File: src/lpht_pkg.sv
// Shared constants, codes and types of the linear probing hash table.
// Depends on nothing; every other file of the block uses it by scoped names.
package lpht_pkg;

   localparam int TABLE_SIZE  = 16;
   localparam int IDX_BITS    = $clog2(TABLE_SIZE);
   localparam int KEY_BITS    = 32;
   localparam int VALUE_BITS  = 32;
   localparam int COUNT_BITS  = 5;
   localparam int MODE_BITS   = 2;
   localparam int STATUS_BITS = 3;
   localparam int MARK_BITS   = 2;

   typedef logic [IDX_BITS-1:0]    idx_type;
   typedef logic [KEY_BITS-1:0]    key_type;
   typedef logic [VALUE_BITS-1:0]  value_type;
   typedef logic [COUNT_BITS-1:0]  count_type;
   typedef logic [MODE_BITS-1:0]   mode_type;
   typedef logic [STATUS_BITS-1:0] status_type;
   typedef logic [MARK_BITS-1:0]   mark_type;

   localparam count_type FILL_LIMIT_RESET = 5'd11;
   localparam idx_type   LAST_STEP        = idx_type'(TABLE_SIZE - 1);

   localparam mode_type MODE_PUT    = 2'd0;
   localparam mode_type MODE_GET    = 2'd1;
   localparam mode_type MODE_DELETE = 2'd2;

   localparam status_type STATUS_INSERTED  = 3'd0;
   localparam status_type STATUS_UPDATED   = 3'd1;
   localparam status_type STATUS_FOUND     = 3'd2;
   localparam status_type STATUS_NOT_FOUND = 3'd3;
   localparam status_type STATUS_DELETED   = 3'd4;
   localparam status_type STATUS_FULL      = 3'd5;

   localparam mark_type MARK_EMPTY = 2'd0;
   localparam mark_type MARK_LIVE  = 2'd1;
   localparam mark_type MARK_TOMB  = 2'd2;

   // One write into the slot store: key, value and mark each have an enable.
   typedef struct packed {
      logic      key_en;
      logic      value_en;
      logic      mark_en;
      idx_type   addr;
      key_type   key;
      value_type value;
      mark_type  mark;
   } wr_type;

endpackage

File: src/lpht_chan_if.sv
// Valid/ready channel interfaces for request and response items.
// Depends on lpht_pkg for the payload types.
interface lpht_req_if;
   logic                 valid;
   logic                 ready;
   lpht_pkg::mode_type   mode;
   lpht_pkg::key_type    key;
   lpht_pkg::value_type  value;

   modport source (output valid, output mode, output key, output value, input ready);
   modport sink   (input valid, input mode, input key, input value, output ready);
endinterface

interface lpht_rsp_if;
   logic                   valid;
   logic                   ready;
   lpht_pkg::status_type   status;
   lpht_pkg::value_type    read_value;
   lpht_pkg::count_type    entry_count;

   modport source (output valid, output status, output read_value, output entry_count,
                   input ready);
   modport sink   (input valid, input status, input read_value, input entry_count,
                   output ready);
endinterface

File: src/lpht_slot_store.sv
// Slot storage: key and value memories with a registered read port, and
// the per-slot marks in flip-flops that reset to empty. Depends on lpht_pkg.
module lpht_slot_store (
   input  logic                clock,
   input  logic                reset,
   input  lpht_pkg::idx_type   rd_addr,
   input  lpht_pkg::idx_type   mark_addr,
   input  lpht_pkg::wr_type    wr,
   output lpht_pkg::key_type   key_rd,
   output lpht_pkg::value_type value_rd,
   output lpht_pkg::mark_type  mark_rd
);

   lpht_pkg::key_type   slot_keys_ff   [lpht_pkg::TABLE_SIZE];
   lpht_pkg::value_type slot_values_ff [lpht_pkg::TABLE_SIZE];
   lpht_pkg::mark_type  slot_marks_ff  [lpht_pkg::TABLE_SIZE];
   lpht_pkg::key_type   key_rd_ff;
   lpht_pkg::value_type value_rd_ff;

   always_ff @(posedge clock) begin
      if (wr.key_en) begin
         slot_keys_ff[wr.addr] <= wr.key;
      end
      if (wr.value_en) begin
         slot_values_ff[wr.addr] <= wr.value;
      end
      key_rd_ff   <= slot_keys_ff[rd_addr];
      value_rd_ff <= slot_values_ff[rd_addr];
   end

   always_ff @(posedge clock) begin
      if (reset) begin
         for (int i = 0; i < lpht_pkg::TABLE_SIZE; i++) begin
            slot_marks_ff[i] <= lpht_pkg::MARK_EMPTY;
         end
      end else if (wr.mark_en) begin
         slot_marks_ff[wr.addr] <= wr.mark;
      end
   end

   assign key_rd   = key_rd_ff;
   assign value_rd = value_rd_ff;
   assign mark_rd  = slot_marks_ff[mark_addr];

endmodule

File: src/linear_probe_hash_table.sv
// Top level of the linear probing hash table: probe sequencer and response register.
// Depends on lpht_pkg, the channel interfaces and lpht_slot_store.

// The table holds up to 16 key/value pairs with open addressing. A put, get
// or delete item starts its probe at the slot given by the low key bits and
// walks forward one slot per clock, wrapping at the end, through the single
// read port of the key and value store. The probe ends at the matching live
// slot, at an empty slot, or after all 16 slots. Tombstones left by deletes
// are stepped over by every probe, and a put of a new key lands in the first
// tombstone it passed, else in the empty slot that stopped it. A put of a new
// key is answered as full once the entry count has reached the fill limit
// register or no free slot exists; updates of present keys always succeed.
// An item is accepted only while the sequencer is idle, and the block stays
// busy until its probe has finished, so it cannot take a new item before it
// is through with the last one and has gone back to idle.
// The result item is held in an output register, so the next item can be
// accepted while a result still waits; the sequencer only stalls when it
// finishes a probe while the previous result has not yet been taken. The
// slot marks reset to empty at once, so no clearing pass follows reset. The
// fill limit may be written whenever the block is idle.
module linear_probe_hash_table (
   input  logic                clock,
   input  logic                reset,
   lpht_req_if.sink            req_chan,
   lpht_rsp_if.source          rsp_chan,
   input  logic                csr_wr_en,
   input  lpht_pkg::count_type csr_wr_data
);

   typedef enum logic {
      ST_IDLE,
      ST_PROBE
   } state_type;

   state_type            state_ff, state_in;
   lpht_pkg::mode_type   mode_ff, mode_in;
   lpht_pkg::key_type    key_ff, key_in;
   lpht_pkg::value_type  value_ff, value_in;
   lpht_pkg::idx_type    idx_ff, idx_in;
   lpht_pkg::idx_type    step_ff, step_in;
   logic                 tomb_seen_ff, tomb_seen_in;
   lpht_pkg::idx_type    tomb_idx_ff, tomb_idx_in;
   lpht_pkg::count_type  count_ff, count_in;
   lpht_pkg::count_type  limit_ff, limit_in;
   logic                 rsp_valid_ff, rsp_valid_in;
   lpht_pkg::status_type rsp_status_ff, rsp_status_in;
   lpht_pkg::value_type  rsp_read_value_ff, rsp_read_value_in;
   lpht_pkg::count_type  rsp_count_ff, rsp_count_in;

   lpht_pkg::idx_type    rd_addr;
   lpht_pkg::wr_type     wr;
   lpht_pkg::key_type    key_rd;
   lpht_pkg::value_type  value_rd;
   lpht_pkg::mark_type   mark_rd;

   logic                 accept;
   logic                 hit;
   logic                 is_empty;
   logic                 is_tomb;
   logic                 probe_done;
   logic                 out_free;
   logic                 finish;
   logic                 free_valid;
   lpht_pkg::idx_type    free_idx;

   lpht_slot_store u_store (
      .clock     (clock),
      .reset     (reset),
      .rd_addr   (rd_addr),
      .mark_addr (idx_ff),
      .wr        (wr),
      .key_rd    (key_rd),
      .value_rd  (value_rd),
      .mark_rd   (mark_rd)
   );

   assign req_chan.ready = (state_ff == ST_IDLE);
   assign accept         = req_chan.valid && req_chan.ready;

   // The slot under test this cycle is idx_ff; its key and value were read
   // at the previous edge, its mark comes straight from the flip-flops.
   assign is_empty   = (mark_rd == lpht_pkg::MARK_EMPTY);
   assign is_tomb    = (mark_rd == lpht_pkg::MARK_TOMB);
   assign hit        = (mark_rd == lpht_pkg::MARK_LIVE) && (key_rd == key_ff);
   assign probe_done = (state_ff == ST_PROBE) &&
                       (hit || is_empty || (step_ff == lpht_pkg::LAST_STEP));
   assign out_free   = !rsp_valid_ff || rsp_chan.ready;
   assign finish     = probe_done && out_free;

   // A tombstone on the final slot still counts as the first one seen.
   assign free_valid = tomb_seen_ff || is_tomb || is_empty;
   assign free_idx   = tomb_seen_ff ? tomb_idx_ff : idx_ff;

   // The read address runs one slot ahead of the slot being checked, and
   // holds on the current slot while a finished probe waits for the output.
   always_comb begin
      if (state_ff == ST_IDLE) begin
         rd_addr = req_chan.key[lpht_pkg::IDX_BITS-1:0];
      end else if (probe_done && !out_free) begin
         rd_addr = idx_ff;
      end else begin
         rd_addr = idx_ff + 1'b1;
      end
   end

   always_comb begin
      state_in          = state_ff;
      mode_in           = mode_ff;
      key_in            = key_ff;
      value_in          = value_ff;
      idx_in            = idx_ff;
      step_in           = step_ff;
      tomb_seen_in      = tomb_seen_ff;
      tomb_idx_in       = tomb_idx_ff;
      count_in          = count_ff;
      limit_in          = csr_wr_en ? csr_wr_data : limit_ff;
      rsp_valid_in      = rsp_valid_ff && !rsp_chan.ready;
      rsp_status_in     = rsp_status_ff;
      rsp_read_value_in = rsp_read_value_ff;
      rsp_count_in      = rsp_count_ff;

      wr          = '0;
      wr.addr     = idx_ff;
      wr.key      = key_ff;
      wr.value    = value_ff;
      wr.mark     = lpht_pkg::MARK_LIVE;

      unique case (state_ff)
         ST_IDLE: begin
            if (accept) begin
               mode_in      = req_chan.mode;
               key_in       = req_chan.key;
               value_in     = req_chan.value;
               idx_in       = req_chan.key[lpht_pkg::IDX_BITS-1:0];
               step_in      = '0;
               tomb_seen_in = 1'b0;
               state_in     = ST_PROBE;
            end
         end
         ST_PROBE: begin
            if (!probe_done) begin
               idx_in  = idx_ff + 1'b1;
               step_in = step_ff + 1'b1;
               if (is_tomb && !tomb_seen_ff) begin
                  tomb_seen_in = 1'b1;
                  tomb_idx_in  = idx_ff;
               end
            end else if (finish) begin
               state_in          = ST_IDLE;
               rsp_valid_in      = 1'b1;
               rsp_status_in     = lpht_pkg::STATUS_NOT_FOUND;
               rsp_read_value_in = '0;
               unique case (mode_ff)
                  lpht_pkg::MODE_PUT: begin
                     if (hit) begin
                        wr.value_en   = 1'b1;
                        rsp_status_in = lpht_pkg::STATUS_UPDATED;
                     end else if ((count_ff >= limit_ff) || !free_valid) begin
                        rsp_status_in = lpht_pkg::STATUS_FULL;
                     end else begin
                        wr.addr       = free_idx;
                        wr.key_en     = 1'b1;
                        wr.value_en   = 1'b1;
                        wr.mark_en    = 1'b1;
                        count_in      = count_ff + 1'b1;
                        rsp_status_in = lpht_pkg::STATUS_INSERTED;
                     end
                  end
                  lpht_pkg::MODE_GET: begin
                     if (hit) begin
                        rsp_read_value_in = value_rd;
                        rsp_status_in     = lpht_pkg::STATUS_FOUND;
                     end
                  end
                  lpht_pkg::MODE_DELETE: begin
                     if (hit) begin
                        wr.mark_en    = 1'b1;
                        wr.mark       = lpht_pkg::MARK_TOMB;
                        if (count_ff != '0) begin
                           count_in = count_ff - 1'b1;
                        end
                        rsp_status_in = lpht_pkg::STATUS_DELETED;
                     end
                  end
                  default: begin
                     // The unused mode changes nothing and reports not found.
                     rsp_status_in = lpht_pkg::STATUS_NOT_FOUND;
                  end
               endcase
               rsp_count_in = count_in;
            end
         end
         default: begin
            state_in = ST_IDLE;
         end
      endcase
   end

   always_ff @(posedge clock) begin
      if (reset) begin
         state_ff     <= ST_IDLE;
         count_ff     <= '0;
         limit_ff     <= lpht_pkg::FILL_LIMIT_RESET;
         rsp_valid_ff <= 1'b0;
      end else begin
         state_ff     <= state_in;
         count_ff     <= count_in;
         limit_ff     <= limit_in;
         rsp_valid_ff <= rsp_valid_in;
      end
      mode_ff           <= mode_in;
      key_ff            <= key_in;
      value_ff          <= value_in;
      idx_ff            <= idx_in;
      step_ff           <= step_in;
      tomb_seen_ff      <= tomb_seen_in;
      tomb_idx_ff       <= tomb_idx_in;
      rsp_status_ff     <= rsp_status_in;
      rsp_read_value_ff <= rsp_read_value_in;
      rsp_count_ff      <= rsp_count_in;
   end

   assign rsp_chan.valid       = rsp_valid_ff;
   assign rsp_chan.status      = rsp_status_ff;
   assign rsp_chan.read_value  = rsp_read_value_ff;
   assign rsp_chan.entry_count = rsp_count_ff;

endmodule
File: src/flat_wrapper.sv
// flat-port wrapper written by rule: the top's interface ports become plain ports
module linear_probe_hash_table_flat 
  (clock, reset, csr_wr_en, csr_wr_data, req_chan_valid, req_chan_mode, req_chan_key, req_chan_value, req_chan_ready, rsp_chan_valid, rsp_chan_status, rsp_chan_read_value, rsp_chan_entry_count, rsp_chan_ready);
  lpht_req_if req_chan_i ();
  lpht_rsp_if rsp_chan_i ();
  input  logic clock;
  input  logic reset;
  input  logic csr_wr_en;
  input  lpht_pkg::count_type csr_wr_data;
  input wire logic [$bits(req_chan_i.valid)-1:0] req_chan_valid;
  input wire logic [$bits(req_chan_i.mode)-1:0] req_chan_mode;
  input wire logic [$bits(req_chan_i.key)-1:0] req_chan_key;
  input wire logic [$bits(req_chan_i.value)-1:0] req_chan_value;
  output wire logic [$bits(req_chan_i.ready)-1:0] req_chan_ready;
  output wire logic [$bits(rsp_chan_i.valid)-1:0] rsp_chan_valid;
  output wire logic [$bits(rsp_chan_i.status)-1:0] rsp_chan_status;
  output wire logic [$bits(rsp_chan_i.read_value)-1:0] rsp_chan_read_value;
  output wire logic [$bits(rsp_chan_i.entry_count)-1:0] rsp_chan_entry_count;
  input wire logic [$bits(rsp_chan_i.ready)-1:0] rsp_chan_ready;
  assign req_chan_i.valid = req_chan_valid;
  assign req_chan_i.mode = req_chan_mode;
  assign req_chan_i.key = req_chan_key;
  assign req_chan_i.value = req_chan_value;
  assign req_chan_ready = req_chan_i.ready;
  assign rsp_chan_valid = rsp_chan_i.valid;
  assign rsp_chan_status = rsp_chan_i.status;
  assign rsp_chan_read_value = rsp_chan_i.read_value;
  assign rsp_chan_entry_count = rsp_chan_i.entry_count;
  assign rsp_chan_i.ready = rsp_chan_ready;
  linear_probe_hash_table u_core (.clock(clock), .reset(reset), .req_chan(req_chan_i), .rsp_chan(rsp_chan_i), .csr_wr_en(csr_wr_en), .csr_wr_data(csr_wr_data));
endmodule
File: config.mk
export PLATFORM = sky130hd
export DESIGN_NAME = linear_probe_hash_table_flat
export DESIGN_NICKNAME = d
export VERILOG_FILES = /design/src/lpht_pkg.sv /design/src/lpht_chan_if.sv /design/src/lpht_slot_store.sv /design/src/linear_probe_hash_table.sv /design/src/flat_wrapper.sv
export SDC_FILE = /design/constraint.sdc
export NUM_CORES = 2
export LEC_CHECK = 0
export BUFFER_PORTS_ARGS = -buffer_cell sky130_fd_sc_hd__clkbuf_2
export CAP_MARGIN = 25
export CELL_PAD_IN_SITES_DETAIL_PLACEMENT = 0
export CELL_PAD_IN_SITES_GLOBAL_PLACEMENT = 1
export CORE_ASPECT_RATIO = 2
export CORE_UTILIZATION = 53
export DETAILED_ROUTE_END_ITERATION = 8
export PLACE_DENSITY = 0.76
export SETUP_SLACK_MARGIN = 0.05
export SYNTH_ARGS = -nofsm -noshare
export SYNTH_HDL_FRONTEND = slang
export SYNTH_SLANG_ARGS = --single-unit
File: constraint.sdc
create_clock -name clock -period 7.4 [get_ports clock]
set_input_delay 1.48 -clock clock [delete_from_list [all_inputs] [get_ports clock]]
set_output_delay 1.48 -clock clock [all_outputs]
set_load 0.05 [all_outputs]
; After elaboration in Yosys (flattened, before gate mapping)
; Memory sizes are Yosys's and may differ from the RTL's. A register that Yosys moved wholly into a read port is not among the register bits.
; Cells that the tools add are included.
[totals]
n_memories = 3
wordCells = 120
ram_bits = 1056
regBits = 131
input_bits = 76
out_inout_bits = 42
[op_classes]
n_lt_le_gt_ge = 1
reduce_logical = 28
bitwise = 2
n_eq_ne = 9
mux = 59
n_addsub = 4
[mem_list]
columns = memory, words, width, rd, rd_ports_with_merged_regs, wr, line
row1 = u_core.u_store.slot_keys_ff, 16, 32, 1, 1, 1, lpht_slot_store.sv:14  ; lpht_pkg::key_type slot_keys_ff [lpht_pkg::TABLE_SIZE];
row2 = u_core.u_store.slot_values_ff, 16, 32, 1, 1, 1, lpht_slot_store.sv:15  ; lpht_pkg::value_type slot_values_ff [lpht_pkg::TABLE_SIZE];
row3 = u_core.u_store.slot_marks_ff, 16, 2, 1, 1, 16, lpht_slot_store.sv:16  ; lpht_pkg::mark_type slot_marks_ff [lpht_pkg::TABLE_SIZE];
[ops]
columns = op, n
row1 = 4-bit two-way mux, 10
row2 = 32-bit == test, 1
row3 = 7-bit two-way mux, 4
row4 = 5-bit two-way mux, 5
row5 = 1-bit two-way mux, 23
row6 = 4-bit case mux with 2 select lines, 2
row7 = 2-bit two-way mux, 7
row8 = 5-bit case mux with 2 select lines, 1
row9 = 3-bit two-way mux, 3
row10 = 3-bit case mux with 3 select lines, 1
row11 = 3-bit AND reduction, 3
row12 = 4-bit by 1-bit adder with 4-bit output (second input constant), 2
row13 = 1-bit logical AND, 7
row14 = 1-bit logical OR, 6
row15 = 2-bit != test (second input constant), 3
row16 = 1-bit case mux with 2 select lines, 3
row17 = 2-bit AND reduction, 3
row18 = 5-bit by 1-bit adder with 5-bit output (second input constant), 1
row19 = 5-bit greater-or-equal comparator, 1
row20 = 1-bit logical NOT, 5
row21 = 5-bit nonzero test, 1
row22 = 5-bit by 1-bit subtractor with 5-bit output (second input constant), 1
row23 = 2-bit by 1-bit == test with 1-bit output (second input constant), 2
row24 = 2-bit == test (second input constant), 2
row25 = other kinds (4), 6

; Longest topological paths before layout
[logic_depth]
ltp_word = 16
ltp_mapped = 14
ltp_nobuf = 12

; By module
; From an unflattened synthesis, not the netlist that was laid out.
[hier_totals]
hier_cells = 2194
hier_area_um2 = 46853.7
[modules_own_cells]
columns = module, area_each_um2, cells_per_inst, seq_area_each_um2, n_inst
row1 = lpht_slot_store, 41217.0, 1796, 32991.6, 1
row2 = linear_probe_hash_table, 5636.7, 398, 3813.7, 1

; Worst setup path before layout
; Ideal clock, no wire load.
[synth_path]
path_kind = reg2reg
start = register u_core.key_ff[10]
end = memory u_core.u_store.slot_keys_ff[11][0] in the netlist's numbering (enable)
synth_period_minus_slack_ps = 6811
slack_ps = 589
stages_incl_launch_ff = 12
n_path_buf = 2
required_ps = 6939
arrival_ps = 6350
setup_time_ps = 461
cell_sequence = edfxtp_1 xor2_1 nor4_1 nand4_1 or2_2 a21oi_1 o211ai_1 inv_1 clkbuf_1 nand3_1 clkbuf_1 nor3_1
[synth_via]
elab_chain_len = 11
elab_cells_between_ends = 15
classes_between = eq/ne (1) / mux (9) / reduce/logical (5)
[synth_rtl]
columns = element, line
row1 = start: declaration, linear_probe_hash_table.sv:37  ; lpht_pkg::key_type key_ff, key_in;
row2 = start signal: assignment, linear_probe_hash_table.sv:212  ; key_ff <= key_in;
row3 = 32-bit == test (*), linear_probe_hash_table.sv:84  ; assign hit = (mark_rd == lpht_pkg::MARK_LIVE) && (key_rd == key_ff);
row4 = 1-bit logical AND (*), linear_probe_hash_table.sv:84
row5 = 1-bit logical OR (2 in series), linear_probe_hash_table.sv:86  ; (hit || is_empty || (step_ff == lpht_pkg::LAST_STEP));
row6 = 1-bit logical AND, linear_probe_hash_table.sv:85  ; assign probe_done = (state_ff == ST_PROBE) &&
row7 = 1-bit logical AND, linear_probe_hash_table.sv:88  ; assign finish = probe_done && out_free;
row8 = 7-bit two-way mux, linear_probe_hash_table.sv:148  ; end else if (finish) begin
row9 = 7-bit two-way mux (*), linear_probe_hash_table.sv:141  ; if (!probe_done) begin
row10 = 7-bit two-way mux (*), linear_probe_hash_table.sv:128  ; unique case (state_ff)
row11 = 1-bit two-way mux, lpht_slot_store.sv:21  ; if (wr.key_en) begin
row12 = 1-bit two-way mux (implied by the code), lpht_slot_store.sv:22  ; slot_keys_ff[wr.addr] <= wr.key;
row13 = end: declaration, lpht_slot_store.sv:14
; Every way passes the cells marked *; elsewhere a longest branch is shown, timed or not.

; Worst setup path in the final report
[layout_path]
start = register u_core.key_ff[9]
end = register u_core.u_store.key_rd_ff[15], in the netlist u_core.u_store.key_rd[15] (read register of u_core.u_store.slot_keys_ff)
[layout_via]
elab_chain_len = 8
[layout_rtl]
columns = element, line
row1 = 32-bit == test, linear_probe_hash_table.sv:84
row2 = 1-bit logical AND, linear_probe_hash_table.sv:84
row3 = 1-bit logical OR (2 in series), linear_probe_hash_table.sv:86
row4 = 1-bit logical AND, linear_probe_hash_table.sv:85
row5 = 1-bit logical AND, linear_probe_hash_table.sv:99  ; end else if (probe_done && !out_free) begin
row6 = 4-bit two-way mux, linear_probe_hash_table.sv:99
row7 = 4-bit two-way mux, linear_probe_hash_table.sv:97  ; if (state_ff == ST_IDLE) begin
row8 = end: declaration, lpht_slot_store.sv:17  ; lpht_pkg::key_type key_rd_ff;
; No other way between the ends.
; A chain may end at the register's enable or synchronous reset.

==> impl_metrics.tcl <==
set metrics [dict create \
    status "complete, no violations" \
    rsz0062_at_grt "false" \
    min_path_type "flip-flop to flip-flop" \
    postCtsSetupRepairBufs 0 \
    r2r_setup_slack_ns 1.39 \
    start_kind "flip-flop" \
    antenna_found_initial 2 \
    setup_violations 0 \
    drtPass1Iterations 8 \
    finClkSkew_ns 0.03625 \
    endpoint "u_core.u_store.key_rd[15]" \
    path_cells "xor2_1 -> nor4_1 -> nand4_1 -> or2_2 -> a21oi_1 -> o21ai_0 -> o21a_4 -> nor3_4 -> buf_4 -> a32o_1 -> nor4_1" \
    core_mm2 0.09291 \
    p_sw_frac 0.3039 \
    die_height_um 436.1 \
    hpwl_mm 70.03 \
    synth_nets 3254 \
    grt_first_pass_wirelength_mm 190.1 \
    cp.depth 11 \
    ios 118 \
    final_hold_viol_count 0 \
    clock.fmax_mhz 166.3 \
    synth_edf_count 1175 \
    crit_arrival_ns 6.59 \
    ys_seq_area_frac 0.7387 \
    clk_latency_ns 0.71 \
    synthesis.area_mm2 0.04993 \
    crit_fanout 58 \
    wl_per_cell_um 28.64 \
    h-tree-depth 3 \
    cts.path.max_buffers 3 \
    drv_slew 0 \
    power_frac_clock 0.313 \
    p_leak_nw 18.11 \
    gp_congestion 0.8253 \
    die_x_um 219.0 \
    ys_types 58 \
    crit_buf_inv 1 \
    dieArea_mm2 0.09551 \
    timing.hold.ws_ns 0.4977 \
    n_fill_cell 6988 \
    first_global_vias 30304 \
    seqCellArea_mm2 0.03689 \
    final_nets 3295 \
    rows 158 \
    crit_path_start "u_core.key_ff[9]" \
    tritoncts "yes" \
    yosys_most_used_dff "edfxtp_1" \
    p_seq_frac 0.467 \
    via_per_inst 6.477 \
    use_met1 0.3058 \
    finalCritPeriodShare 0.8127 \
    crit_required_ns 7.98 \
    syn-instance-count 3169 \
    use_met3 0.03940 \
    pwr_density_cell_mw_per_mm2 333.7 \
    io_buffers 117 \
    crit-reg2reg-launch "u_core.key_ff[9]" \
    ys_ff_latch 1255 \
    cts_resized 0 \
    period_needed_ns 6.014 \
    drc 0 \
    crit_top_cell "nor4_1" \
    tightestPinTransition_ns 1.083 \
    synthArstFlopShare 0 \
    drtIter0Drc 2826 \
    start_util 0.5374 \
    pwr-share-comb 0.220 \
    maxCapViolCount 0 \
    cpLargestDelayFamily "simple AND/OR/NAND/NOR gates" \
    worst-setup-path-type "flip-flop to flip-flop" \
    avgSynthCellArea_um2 15.76 \
    grt_util_all_layers 0.2719 \
    synth_warnings 0 \
    clk_pin_slew_ns 0.07 \
    tns_ns 0 \
    switchingPower_w 0.005628 \
    worst_r2r_path_depth 11 \
    ant_nets 0 \
    r2r-end "u_core.u_store.key_rd[15]" \
    max_stage_delay_ns 0.95 \
    cts-root-buf "clkbuf_16" \
    worstSetupEndpointType "flip-flop" \
    ctsHoldBuffers 0 \
    wl_mm 128.9 \
    p_total_w 0.01852 \
    slowest_stage "nor3_4" \
    p_int_w 0.01289 \
    slew_headroom 0.2758 \
    multi_input_area_mm2 0.01211 \
    vias 29154 \
    irDropWorstVdd_mv 0.2923 \
    cts.sinks 1255 \
    grt_use_met2 0.4921 \
    grt_max_degree 137 \
    cts_made_buffers 104 \
    layout-drive-gt1-share 0.1300 \
    area_delta_synth_final_pct 11.17 \
    top_usage_layer "met2" \
    grt_overflow 0 \
]
==> cell type report <==
cell class | instances | share of cell area
antenna | 2 | 0.00009016
clock buffer | 147 | 0.05275
clock inverter | 48 | 0.01195
inverter | 17 | 0.001150
multi-input combinational | 1635 | 0.2181
sequential | 1255 | 0.6645
tap | 1200 | 0.02705
timing repair buffer | 197 | 0.02437
==> state kept, by name, indices dropped and copies added (netlist names), 4 cells and up, named ones only <==
name and flops:
u_core.value_ff 32, u_core.count_ff 5, u_core.limit_ff 5, u_core.tomb_idx_ff 4
u_core.idx_ff 4, u_core.step_ff 4, u_core.rsp_chan.read_value 32, u_core.key_ff 32
u_core.u_store.value_rd 32, u_core.u_store.slot_values_ff 512, u_core.u_store.slot_marks_ff 32, u_core.u_store.key_rd 32
u_core.u_store.slot_keys_ff 512, u_core.rsp_chan.entry_count 5
==> cell families (layout without fill, tap and decap cells) <==
kind of cell    after synthesis  after routing  synth area share
buf+inv                     279            409           0.02473
other cells                   0              2                 0
fa+ha+maj                     9              9          0.002255
xor+xnor                     39             39          0.006992
compound gates              721            721            0.1212
mux                          88             88           0.01930
simple gates                778            778           0.08675
flops                      1255           1255            0.7387
==> layer usage <==
metal  up-vias  share of wire  routed length, µm
met1     15029           0.36              45780
met3       318          0.054               7014
met5         -              0                  0
li1      12674              -                  -
met2      1133           0.54              69080
met4         0          0.055               7042
==> through the flow <==
stage,util,std cells,cell area [µm²],setup WS (ns)
floorplan,-,3169,49930,0.5892
global placement,0.5581,4299,51860,1.544
finish,0.5974,4501,55510,1.386
global route,0.5974,4500,55510,1.243
CTS,0.5969,4495,55460,1.429
detailed placement,0.5583,4300,51870,1.472
==> how the worst min path moves through the flow <==
| stage | startpoint | to | slack, ns | cells past startpoint |
|---|---|---|---|---|
| global route | u_core.limit_ff[1] | u_core.limit_ff[1] | 0.51 | 2 |
| finish | u_core.limit_ff[1] | u_core.limit_ff[1] | 0.50 | 2 |
| global placement | u_core.limit_ff[0] | u_core.limit_ff[0] | 0.47 | 2 |
| floorplan | u_core.state_ff | u_core.tomb_seen_ff | 0.41 | 0 |
| CTS | u_core.limit_ff[1] | u_core.limit_ff[1] | 0.50 | 2 |
| detailed placement | u_core.u_store.value_rd[30] | u_core.rsp_chan.read_value[30] | 0.49 | 1 |
==> worst min-delay path: cells and delay by family, from the launching register on <==
kind,cells,cell delay [ns]
flip-flops,1,0.30
buffers and inverters,1,0.07
AO/OA/AOI/OAI,1,0.08
==> cells in the mapped netlist (10+ instances only) <==
library cell,n,share of area
inv_1,15,0.0011
a21oi_1,210,0.021
a31oi_1,10,0.0013
buf_1,10,0.00075
a32o_1,64,0.013
nor2_1,28,0.0021
dfxtp_1,80,0.032
o41ai_1,15,0.0026
edfxtp_1,1175,0.71
nand2_1,156,0.012
nor3_1,67,0.0067
nor4_1,74,0.0093
nor2b_1,389,0.049
and2_1,34,0.0043
a221o_1,384,0.077
xor2_1,34,0.0060
mux2i_1,76,0.015
buf_2,98,0.0098
clkbuf_1,142,0.011
==> power groups by stage <==
stage / clock [W] / combinational [W] / sequential, W
after global routing: 0.00609 / 0.00434 / 0.00869
after global placement: 0 / 0.00396 / 0.00879
after CTS: 0.00587 / 0.00407 / 0.00865
final: 0.00579 / 0.00408 / 0.00865
after detailed placement: 0 / 0.00404 / 0.00880
after floorplan: 0 / 0.00268 / 0.00875
==> layout by cell type, fill, tap and decap left out, types with 4 or more instances in the layout <==
| cell type | n |
|---|---|
| o21ai_0 | 9 |
| a21oi_1 | 209 |
| xnor2_1 | 4 |
| a221o_1 | 384 |
| ha_1 | 9 |
| nor3b_1 | 4 |
| nor2b_1 | 387 |
| a32o_1 | 64 |
| clkbuf_2 | 118 |
| inv_1 | 14 |
| nand4_1 | 5 |
| nor4_1 | 74 |
| edfxtp_1 | 1175 |
| mux4_2 | 6 |
| nor2_1 | 26 |
| dfxtp_1 | 80 |
| and2_1 | 34 |
| a21o_1 | 5 |
| a31oi_2 | 7 |
| nand2_1 | 154 |
| clkbuf_8 | 10 |
| nand3_1 | 6 |
| bufinv_16 | 15 |
| a31oi_1 | 4 |
| a221oi_1 | 4 |
| clkinvlp_4 | 7 |
| clkinv_4 | 4 |
| nor3_2 | 30 |
| mux2i_1 | 76 |
| buf_12 | 12 |
| mux2_2 | 5 |
| clkinv_2 | 14 |
| clkbuf_16 | 107 |
| clkinv_1 | 8 |
| xor2_1 | 34 |
| clkbuf_1 | 30 |
| nor3_1 | 37 |
| buf_4 | 64 |
| o41ai_1 | 15 |
No activity file was read; power rests on OpenSTA's default activity.
